### src/sv/pidf_pkg.sv
// ----------------------------------------------------------------------------
// pidf_pkg: shared types and constants of the PNG IDAT stored-zlib framer
// Holds the queue item formats, the back-end phase encoding and the fixed
// values of the chunk and zlib framing.
// ----------------------------------------------------------------------------
package pidf_pkg;

    localparam int unsigned RAW_W       = 24;
    localparam int unsigned BLK_W       = 16;
    localparam int unsigned FRONT_DEPTH = 4;
    localparam int unsigned OUT_DEPTH   = 4;

    localparam logic [RAW_W-1:0] RAW_LEN_RESET   = 24'd1;
    localparam logic [31:0]      CHUNK_LEN_RESET = 32'd12;
    localparam logic [BLK_W-1:0] BLOCK_MAX       = 16'hFFFF;
    localparam logic [16:0]      ADLER_MOD       = 17'd65521;
    localparam logic [31:0]      CRC_POLY        = 32'hEDB88320;
    localparam logic [31:0]      ALL_ONES        = 32'hFFFFFFFF;
    localparam logic [31:0]      CHUNK_TYPE      = 32'h49444154;
    localparam logic [7:0]       ZLIB_CMF        = 8'h78;
    localparam logic [7:0]       ZLIB_FLG        = 8'h01;

    // One classified raw byte, handed from the front end to the back end.
    typedef struct packed {
        logic [7:0]       data;
        logic             first;
        logic             hdr;
        logic             final_blk;
        logic             last;
        logic [BLK_W-1:0] blk_len;
        logic [31:0]      chunk_len;
    } t_item;

    // One output beat.
    typedef struct packed {
        logic [7:0] out_byte;
        logic       run_last;
        logic       chunk_end;
    } t_beat;

    typedef enum logic [2:0] {
        PH_OPEN,
        PH_HDR,
        PH_DATA,
        PH_ADLER,
        PH_CRC
    } t_phase;

endpackage

### src/sv/png_idat_stored_zlib_framer_unit.sv
// A raw byte reaches the output through the item queue, the back end's current
// item register and the output queue. Throughput: one output beat per cycle
// from the back-end sequencer while the output queue has room; a plain data byte
// gives one beat, a chunk's first byte 16, a block's first byte 6, and a chunk's last byte 9.
// Reset clears all queues and chunk state and sets the raw length to one.
// ----------------------------------------------------------------------------
// png_idat_stored_zlib_framer_unit: PNG IDAT chunk framer, stored deflate
// Wraps a stream of raw scanline bytes in an IDAT chunk holding a zlib stream
// of stored blocks, with Adler-32 and CRC-32 trailers.
// ----------------------------------------------------------------------------
module png_idat_stored_zlib_framer_unit #(
    parameter int unsigned FRONT_QDEPTH = pidf_pkg::FRONT_DEPTH,
    parameter int unsigned OUT_QDEPTH   = pidf_pkg::OUT_DEPTH
) (
    input  logic        i_clk,
    input  logic        i_rst_n,
    input  logic        i_cfg_we,
    input  logic [23:0] i_cfg_wdata,
    input  logic        push,
    output logic        full,
    input  logic [7:0]  i_data_byte,
    output logic        empty,
    input  logic        pop,
    output logic [7:0]  o_out_byte,
    output logic        o_run_last,
    output logic        o_chunk_end
);

    import pidf_pkg::*;

    t_item item_in, item_out;
    t_beat beat_in, beat_out;
    logic  accept, item_empty, item_pop, out_full, emit;

    assign accept = push && !full;

    pidf_front u_front (
        .i_clk       (i_clk),
        .i_rst_n     (i_rst_n),
        .i_cfg_we    (i_cfg_we),
        .i_cfg_wdata (i_cfg_wdata),
        .i_accept    (accept),
        .i_data_byte (i_data_byte),
        .o_item      (item_in)
    );

    pidf_queue #(
        .WIDTH ($bits(t_item)),
        .DEPTH (FRONT_QDEPTH)
    ) u_item_q (
        .i_clk   (i_clk),
        .i_rst_n (i_rst_n),
        .i_wr    (push),
        .i_wdata (item_in),
        .o_full  (full),
        .i_rd    (item_pop),
        .o_rdata (item_out),
        .o_empty (item_empty)
    );

    pidf_back u_back (
        .i_clk        (i_clk),
        .i_rst_n      (i_rst_n),
        .i_item       (item_out),
        .i_item_valid (!item_empty),
        .o_item_pop   (item_pop),
        .i_space      (!out_full),
        .o_emit       (emit),
        .o_beat       (beat_in)
    );

    pidf_queue #(
        .WIDTH ($bits(t_beat)),
        .DEPTH (OUT_QDEPTH)
    ) u_out_q (
        .i_clk   (i_clk),
        .i_rst_n (i_rst_n),
        .i_wr    (emit),
        .i_wdata (beat_in),
        .o_full  (out_full),
        .i_rd    (pop),
        .o_rdata (beat_out),
        .o_empty (empty)
    );

    assign o_out_byte  = beat_out.out_byte;
    assign o_run_last  = beat_out.run_last;
    assign o_chunk_end = beat_out.chunk_end;

endmodule

### src/sv/pidf_queue.sv
// ----------------------------------------------------------------------------
// pidf_queue: small first-in first-out queue
// Register-based queue with a fill count; the head entry is shown while the
// queue is not empty.
// ----------------------------------------------------------------------------
module pidf_queue #(
    parameter int unsigned WIDTH = 8,
    parameter int unsigned DEPTH = 4
) (
    input  logic             i_clk,
    input  logic             i_rst_n,
    input  logic             i_wr,
    input  logic [WIDTH-1:0] i_wdata,
    output logic             o_full,
    input  logic             i_rd,
    output logic [WIDTH-1:0] o_rdata,
    output logic             o_empty
);

    localparam int unsigned AW = $clog2(DEPTH);
    localparam int unsigned CW = $clog2(DEPTH + 1);

    logic [WIDTH-1:0] r_mem [DEPTH];
    logic [AW-1:0]    r_wp, r_rp;
    logic [CW-1:0]    r_cnt;
    logic             wr_ok, rd_ok;

    assign o_full  = (r_cnt == CW'(DEPTH));
    assign o_empty = (r_cnt == '0);
    assign o_rdata = r_mem[r_rp];
    assign wr_ok   = i_wr && !o_full;
    assign rd_ok   = i_rd && !o_empty;

    always_ff @(posedge i_clk) begin
        if (wr_ok) begin
            r_mem[r_wp] <= i_wdata;
        end
    end

    always_ff @(posedge i_clk) begin
        if (!i_rst_n) begin
            r_wp  <= '0;
            r_rp  <= '0;
            r_cnt <= '0;
        end else begin
            if (wr_ok) begin
                r_wp <= (r_wp == AW'(DEPTH - 1)) ? '0 : r_wp + 1'b1;
            end
            if (rd_ok) begin
                r_rp <= (r_rp == AW'(DEPTH - 1)) ? '0 : r_rp + 1'b1;
            end
            if (wr_ok && !rd_ok) begin
                r_cnt <= r_cnt + 1'b1;
            end else if (rd_ok && !wr_ok) begin
                r_cnt <= r_cnt - 1'b1;
            end
        end
    end

endmodule

### src/sv/pidf_front.sv
// ----------------------------------------------------------------------------
// pidf_front: byte classifier of the framer
// Holds the raw length register and the chunk and block position, and tags
// each accepted raw byte with what has to be emitted around it.
// ----------------------------------------------------------------------------
module pidf_front (
    input  logic                   i_clk,
    input  logic                   i_rst_n,
    input  logic                   i_cfg_we,
    input  logic [23:0]            i_cfg_wdata,
    input  logic                   i_accept,
    input  logic [7:0]             i_data_byte,
    output pidf_pkg::t_item        o_item
);

    import pidf_pkg::*;

    logic [RAW_W-1:0] r_raw_length;
    logic [31:0]      r_chunk_len;
    logic [RAW_W-1:0] r_chunk_raw;
    logic [RAW_W-1:0] r_bytes_seen;
    logic [BLK_W-1:0] r_block_left;

    logic             first, hdr, fits, last;
    logic [RAW_W-1:0] craw, rem, cfg_raw;
    logic [BLK_W-1:0] blen;
    logic [RAW_W:0]   seen_n;

    // Chunk length = raw + 6 + 5 * ceil(raw / 65535). The quotient by 65535
    // starts from raw >> 16 and is fixed up with one compare and subtract.
    function automatic logic [31:0] chunk_length(input logic [RAW_W-1:0] x);
        logic [16:0] r0;
        logic        ge;
        logic [8:0]  q;
        logic [16:0] r;
        logic [8:0]  b;
        logic [10:0] b5;
        r0 = {1'b0, x[15:0]} + 17'(x[23:16]);
        ge = (r0 >= 17'(BLOCK_MAX));
        q  = 9'(x[23:16]) + 9'(ge);
        r  = ge ? r0 - 17'(BLOCK_MAX) : r0;
        b  = q + 9'(r != '0);
        b5 = {b, 2'b00} + 11'(b);
        return 32'(x) + 32'd6 + 32'(b5);
    endfunction

    assign cfg_raw = (i_cfg_wdata == '0) ? RAW_LEN_RESET : i_cfg_wdata;

    always_comb begin
        first  = (r_bytes_seen == '0);
        craw   = first ? r_raw_length : r_chunk_raw;
        rem    = craw - r_bytes_seen;
        fits   = (rem <= RAW_W'(BLOCK_MAX));
        blen   = fits ? rem[BLK_W-1:0] : BLOCK_MAX;
        hdr    = (r_block_left == '0);
        seen_n = {1'b0, r_bytes_seen} + 1'b1;
        last   = (seen_n >= {1'b0, craw});

        o_item.data      = i_data_byte;
        o_item.first     = first;
        o_item.hdr       = hdr;
        o_item.final_blk = fits;
        o_item.last      = last;
        o_item.blk_len   = blen;
        o_item.chunk_len = r_chunk_len;
    end

    always_ff @(posedge i_clk) begin
        if (!i_rst_n) begin
            r_raw_length <= RAW_LEN_RESET;
            r_chunk_len  <= CHUNK_LEN_RESET;
            r_chunk_raw  <= RAW_LEN_RESET;
            r_bytes_seen <= '0;
            r_block_left <= '0;
        end else begin
            // A new length takes effect with the next chunk opened.
            if (i_cfg_we) begin
                r_raw_length <= cfg_raw;
                r_chunk_len  <= chunk_length(cfg_raw);
            end
            if (i_accept) begin
                if (first) begin
                    r_chunk_raw <= craw;
                end
                if (last) begin
                    r_bytes_seen <= '0;
                    r_block_left <= '0;
                end else begin
                    r_bytes_seen <= seen_n[RAW_W-1:0];
                    r_block_left <= (hdr ? blen : r_block_left) - 1'b1;
                end
            end
        end
    end

endmodule

### src/sv/pidf_back.sv
// ----------------------------------------------------------------------------
// pidf_back: byte sequencer of the framer
// Expands each tagged raw byte into chunk, block header, data and trailer
// beats, one beat a cycle while the output queue has room, and keeps the running CRC-32 and Adler-32.
// ----------------------------------------------------------------------------
module pidf_back (
    input  logic             i_clk,
    input  logic             i_rst_n,
    input  pidf_pkg::t_item  i_item,
    input  logic             i_item_valid,
    output logic             o_item_pop,
    input  logic             i_space,
    output logic             o_emit,
    output pidf_pkg::t_beat  o_beat
);

    import pidf_pkg::*;

    t_item       r_cur;
    logic        r_busy;
    t_phase      r_phase, n_phase;
    logic [3:0]  r_idx, n_idx;
    logic [31:0] r_crc;
    logic [15:0] r_adl_lo, r_adl_hi;

    logic [7:0]  byte_out;
    logic        in_crc, ph_last, end_entry, chunk_end, emit, load;
    logic [16:0] lo_sum, lo_n, hi_sum, hi_n;

    function automatic logic [31:0] crc_byte(input logic [31:0] crc, input logic [7:0] b);
        logic [31:0] c;
        c = crc ^ {24'd0, b};
        for (int k = 0; k < 8; k++) begin
            c = c[0] ? ((c >> 1) ^ CRC_POLY) : (c >> 1);
        end
        return c;
    endfunction

    // Big-endian byte pick: sel 0 is the top byte.
    function automatic logic [7:0] be_byte(input logic [31:0] w, input logic [1:0] sel);
        return w[(5'd24 - {sel, 3'b000}) +: 8];
    endfunction

    // Beat contents for the current phase and position.
    always_comb begin
        byte_out = r_cur.data;
        in_crc   = 1'b1;
        ph_last  = 1'b0;
        unique case (r_phase)
            PH_OPEN: begin
                in_crc  = (r_idx >= 4'd4);
                ph_last = (r_idx == 4'd9);
                if (r_idx < 4'd4) begin
                    byte_out = be_byte(r_cur.chunk_len, r_idx[1:0]);
                end else if (r_idx < 4'd8) begin
                    byte_out = be_byte(CHUNK_TYPE, r_idx[1:0]);
                end else if (r_idx == 4'd8) begin
                    byte_out = ZLIB_CMF;
                end else begin
                    byte_out = ZLIB_FLG;
                end
            end
            PH_HDR: begin
                ph_last = (r_idx == 4'd4);
                case (r_idx)
                    4'd0:    byte_out = {7'd0, r_cur.final_blk};
                    4'd1:    byte_out = r_cur.blk_len[7:0];
                    4'd2:    byte_out = r_cur.blk_len[15:8];
                    4'd3:    byte_out = ~r_cur.blk_len[7:0];
                    default: byte_out = ~r_cur.blk_len[15:8];
                endcase
            end
            PH_DATA: begin
                ph_last  = 1'b1;
                byte_out = r_cur.data;
            end
            PH_ADLER: begin
                ph_last  = (r_idx == 4'd3);
                byte_out = be_byte({r_adl_hi, r_adl_lo}, r_idx[1:0]);
            end
            PH_CRC: begin
                in_crc   = 1'b0;
                ph_last  = (r_idx == 4'd3);
                byte_out = be_byte(~r_crc, r_idx[1:0]);
            end
            default: begin
                in_crc = 1'b0;
            end
        endcase
        chunk_end = (r_phase == PH_CRC) && ph_last;
        end_entry = ph_last && ((r_phase == PH_CRC) ||
                                ((r_phase == PH_DATA) && !r_cur.last));
    end

    assign emit = r_busy && i_space;
    assign load = i_item_valid && (!r_busy || (emit && end_entry));

    assign o_emit             = emit;
    assign o_item_pop         = load;
    assign o_beat.out_byte    = byte_out;
    assign o_beat.run_last    = end_entry;
    assign o_beat.chunk_end   = chunk_end;

    // Phase sequencing.
    always_comb begin
        n_phase = r_phase;
        n_idx   = r_idx;
        if (load) begin
            n_idx = '0;
            if (i_item.first) begin
                n_phase = PH_OPEN;
            end else if (i_item.hdr) begin
                n_phase = PH_HDR;
            end else begin
                n_phase = PH_DATA;
            end
        end else if (emit) begin
            if (!ph_last) begin
                n_idx = r_idx + 1'b1;
            end else begin
                n_idx = '0;
                unique case (r_phase)
                    PH_OPEN:  n_phase = PH_HDR;
                    PH_HDR:   n_phase = PH_DATA;
                    PH_DATA:  n_phase = PH_ADLER;
                    PH_ADLER: n_phase = PH_CRC;
                    PH_CRC:   n_phase = PH_CRC;
                    default:  n_phase = PH_DATA;
                endcase
            end
        end
    end

    // Adler-32 step: both sums stay below twice the modulus.
    always_comb begin
        lo_sum = {1'b0, r_adl_lo} + 17'(r_cur.data);
        lo_n   = (lo_sum >= ADLER_MOD) ? lo_sum - ADLER_MOD : lo_sum;
        hi_sum = {1'b0, r_adl_hi} + lo_n;
        hi_n   = (hi_sum >= ADLER_MOD) ? hi_sum - ADLER_MOD : hi_sum;
    end

    always_ff @(posedge i_clk) begin
        if (load) begin
            r_cur <= i_item;
        end
    end

    always_ff @(posedge i_clk) begin
        if (!i_rst_n) begin
            r_busy   <= 1'b0;
            r_phase  <= PH_DATA;
            r_idx    <= '0;
            r_crc    <= ALL_ONES;
            r_adl_lo <= 16'd1;
            r_adl_hi <= '0;
        end else begin
            r_phase <= n_phase;
            r_idx   <= n_idx;
            if (load) begin
                r_busy <= 1'b1;
            end else if (emit && end_entry) begin
                r_busy <= 1'b0;
            end
            if (emit) begin
                if (chunk_end) begin
                    r_crc    <= ALL_ONES;
                    r_adl_lo <= 16'd1;
                    r_adl_hi <= '0;
                end else begin
                    if (in_crc) begin
                        r_crc <= crc_byte(r_crc, byte_out);
                    end
                    if (r_phase == PH_DATA) begin
                        r_adl_lo <= lo_n[15:0];
                        r_adl_hi <= hi_n[15:0];
                    end
                end
            end
        end
    end

endmodule
### config.mk
export PLATFORM = sky130hd
export DESIGN_NAME = png_idat_stored_zlib_framer_unit
export DESIGN_NICKNAME = d
export VERILOG_FILES = /design/src/sv/pidf_pkg.sv /design/src/sv/png_idat_stored_zlib_framer_unit.sv /design/src/sv/pidf_queue.sv /design/src/sv/pidf_front.sv /design/src/sv/pidf_back.sv
export SDC_FILE = /design/constraint.sdc
export NUM_CORES = 1
export LEC_CHECK = 0
export ABC_AREA = 1
export BUFFER_PORTS_ARGS = -buffer_cell sky130_fd_sc_hd__buf_2
export CORE_MARGIN = 3
export CORE_UTILIZATION = 64
export CTS_BUF_LIST = sky130_fd_sc_hd__clkbuf_16
export CTS_CLUSTER_DIAMETER = 50
export DETAILED_ROUTE_END_ITERATION = 12
export PLACE_DENSITY = 0.81
export SETUP_SLACK_MARGIN = 0.15
export SLEW_MARGIN = 15
export SYNTH_ARGS = -nofsm -noshare
export SYNTH_HDL_FRONTEND = slang
export SYNTH_HIERARCHICAL = 1
export SYNTH_SLANG_ARGS = --single-unit
### constraint.sdc
create_clock -name i_clk -period 12.45 [get_ports i_clk]
set_input_delay 1.245 -clock i_clk [delete_from_list [all_inputs] [get_ports i_clk]]
set_output_delay 1.245 -clock i_clk [all_outputs]
set_load 0.005 [all_outputs]
==> metrics.yaml <==
worstReg2RegEnd: "u_back/r_adl_hi[2]$_SDFFE_PN0P_"
mostFrequentLayoutCell: "nand2_1"
dr.pass1.iters: 7
clock_sinks: 541
gr-total-overflow: 0
setup_ws_ns: 2.73
synth_area_per_cell_sq_um: 8.02
cp_slowest_cell: "fa_1"
clock_latency_ns: 0.62
avgRoutedWirePerCell_um: 17.0
die_x_um: 230
antenna_found_initial: 1
vias: 26600
layout-drive-gt1-share_pct: 9.78
crit_arrival_ns: 10.23
initial_utilization_pct: 65.1
final_nets: 4132
min_path_type: "register to register"
maxSlewHeadroom_pct: 29.1
rows: 81
synth_cell_types: 64
final_cell_mix: "910 x nand2_1, 461 x inv_1, 393 x nor2_1"
path_max_fanout: 16
power_mw: 8.74
ys.flop_type: "edfxtp_1"
design_area_sq_mm: 0.0344
peakVddDrop_v: 0.000149
holdPathStages: 2
hold_violations: 0
worst_setup_path_start_kind: "input pin"
p_per_area_mw_per_mm2: 254
ant_nets: 0
holdBufCountCts: 0
coreArea_sq_mm: 0.0492
area_growth_pct: 7.54
drc: 0
grt_max_degree: 91
slew_viol_final: 0
regArea_sq_mm: 0.0142
post-place-ws_ns: 2.28
n_antenna_cell: 0
final.period_utilization_pct: 78.0
cts_root_buffer: "clkbuf_16"
gp_congestion: 0.991
finalSetupViolations: 0
max_freq_mhz: 103
die_h_um: 230
cts_resized: 0
multi_input_area_sq_mm: 0.0151
portBuffers: 48
grt_pass1_vias: 24900
clk_pin_slew_ns: 0.06
cp_common_cell: "nand2_1"
routed_wl_um: 79400
ys_warn_count: 6
final_cells: 4671
synthesis.area_sq_mm: 0.0320
synth-edff-count: 338
worstSetupPathType: "input pin to register"
dp_cells: 4557
place_hpwl_um: 54600
slowest_delay_ns: 0.44
synth_cells: 3992
tightest_slew_ns: 1.06
end_kind: "register"
die_area_sq_mm: 0.0527
rsz0062_at_grt: "no"
fin_skew_ns: 0.0157
placed_cell_area_sq_mm: 0.0324
seq_area_frac_synth_pct: 44.4
cap_viol_max_count: 0
pin_count: 49
p_leak_nw: 14.6
cts_max_level: 2
fin_setup_tns_ns: 0
outcome: "finished, final reports clean"
grt_pass1_wl_um: 128000
hold_slack_ns: 0.454
hp-start: "u_front/r_chunk_raw[10]$_SDFFE_PN0P_"
post_cts_buffers: 0
timing.rr.start: "u_back/r_cur[52]$_DFFE_PP_"
cts_made_buffers: 60
cts_tree: "done"
whs_endpoint: "u_front/r_chunk_raw[10]$_SDFFE_PN0P_"
reg2regPathDepth: 36
grt_usage_pct: 29.7
critPathRequiredTime_ns: 12.96
rrSetupSlack_ns: 5.92
viasPerCell: 5.69
ys_seq_elements: 541
post-route-min-period_ns: 9.72
utilization_pct: 70.0
nFillCells: 3836
synth-async-reset-ratio_pct: 0
ctsLongestPathBuffers: 3
drt_iter0_markers: 2188
[worst max-delay path, delay by kind of cell]
family	cells	cell delay, ns
buffers and inverters	6	0.52
AOI/OAI and AO/OA	11	1.52
xor gates and xnor gates	3	0.58
and+or+nand+nor	24	3.91
adders and majority gates	9	2.41
[area by class of cell]
| type | instances | share of cell area [%] |
|---|---|---|
| clock buffer | 62 | 4.51 |
| clock inverter | 52 | 1.45 |
| inverter | 485 | 5.31 |
| multi-input combinational | 2795 | 43.8 |
| sequential | 541 | 41.3 |
| tap | 664 | 2.41 |
| timing repair buffer | 72 | 1.22 |
[synth_stat cells (53+ instances only)]
library cell,n,area share [%]
clkbuf_1,92,1.1
nor2_1,398,4.7
nand4_1,58,1.1
xor2_1,82,2.2
o21ai_0,261,4.1
dfxtp_1,203,13
nand3_1,242,3.8
edfxtp_1,338,32
inv_1,457,5.4
a21oi_1,219,3.4
o22ai_1,53,1.0
ha_1,132,5.2
o21ai_1,62,0.97
nand2_1,910,11
[worst max path at each step]
stage	startpoint	to	depth (start not counted)
2_1_floorplan	i_cfg_wdata[18]	u_front/r_chunk_len[23]$_SDFFE_PN0P_	54
3_3_place_gp	i_cfg_wdata[18]	u_front/r_chunk_len[23]$_SDFFE_PN0P_	54
3_5_place_dp	i_cfg_wdata[18]	u_front/r_chunk_len[23]$_SDFFE_PN0P_	55
4_1_cts	i_cfg_wdata[18]	u_front/r_chunk_len[23]$_SDFFE_PN0P_	55
5_1_grt	i_cfg_wdata[18]	u_front/r_chunk_len[23]$_SDFFE_PN0P_	53
6_report	i_cfg_wdata[18]	u_front/r_chunk_len[23]$_SDFFE_PN0P_	53
[metal layers]
metal / track usage [%] / vias up / share of wire [%]
met4: 13.3 / 0 / 4.5
met2: 50.4 / 949 / 48
met3: 4.10 / 229 / 6.4
met1: 38.0 / 12200 / 41
li1: - / 13200 / -
met5: 0 / - / 0
[sequential cells by signal, summed over array words and instances, names as in the netlist, 4 cells and up, named ones only]
name / flops
u_out_q/r_mem: 40
u_front/r_block_left: 16
u_back/r_idx: 4
u_front/r_bytes_seen: 24
u_back/r_adl_hi: 16
u_back/r_cur: 58
u_item_q/r_mem: 240
u_back/r_adl_lo: 16
u_front/r_raw_length: 24
u_back/r_crc: 32
u_front/r_chunk_raw: 24
u_front/r_chunk_len: 25
[power by group]
| part | switching, mW | internal, mW | total [mW] |
|---|---|---|---|
| combinational | 2.97 | 1.37 | 4.34 |
| sequential | 0.233 | 2.36 | 2.59 |
| clock | 0.764 | 1.05 | 1.81 |
[cell families after synthesis]
| logic type | count (synthesis) | share of synthesized area (%) |
|---|---|---|
| compound gates | 725 | 13.0 |
| xor+xnor | 117 | 3.32 |
| fa+ha+maj | 140 | 5.66 |
| buf+inv | 662 | 8.70 |
| flops | 541 | 44.4 |
| other cells | 1 | 0.0117 |
| simple gates | 1806 | 24.9 |
Note: power is estimated with default switching activity, not from simulation.
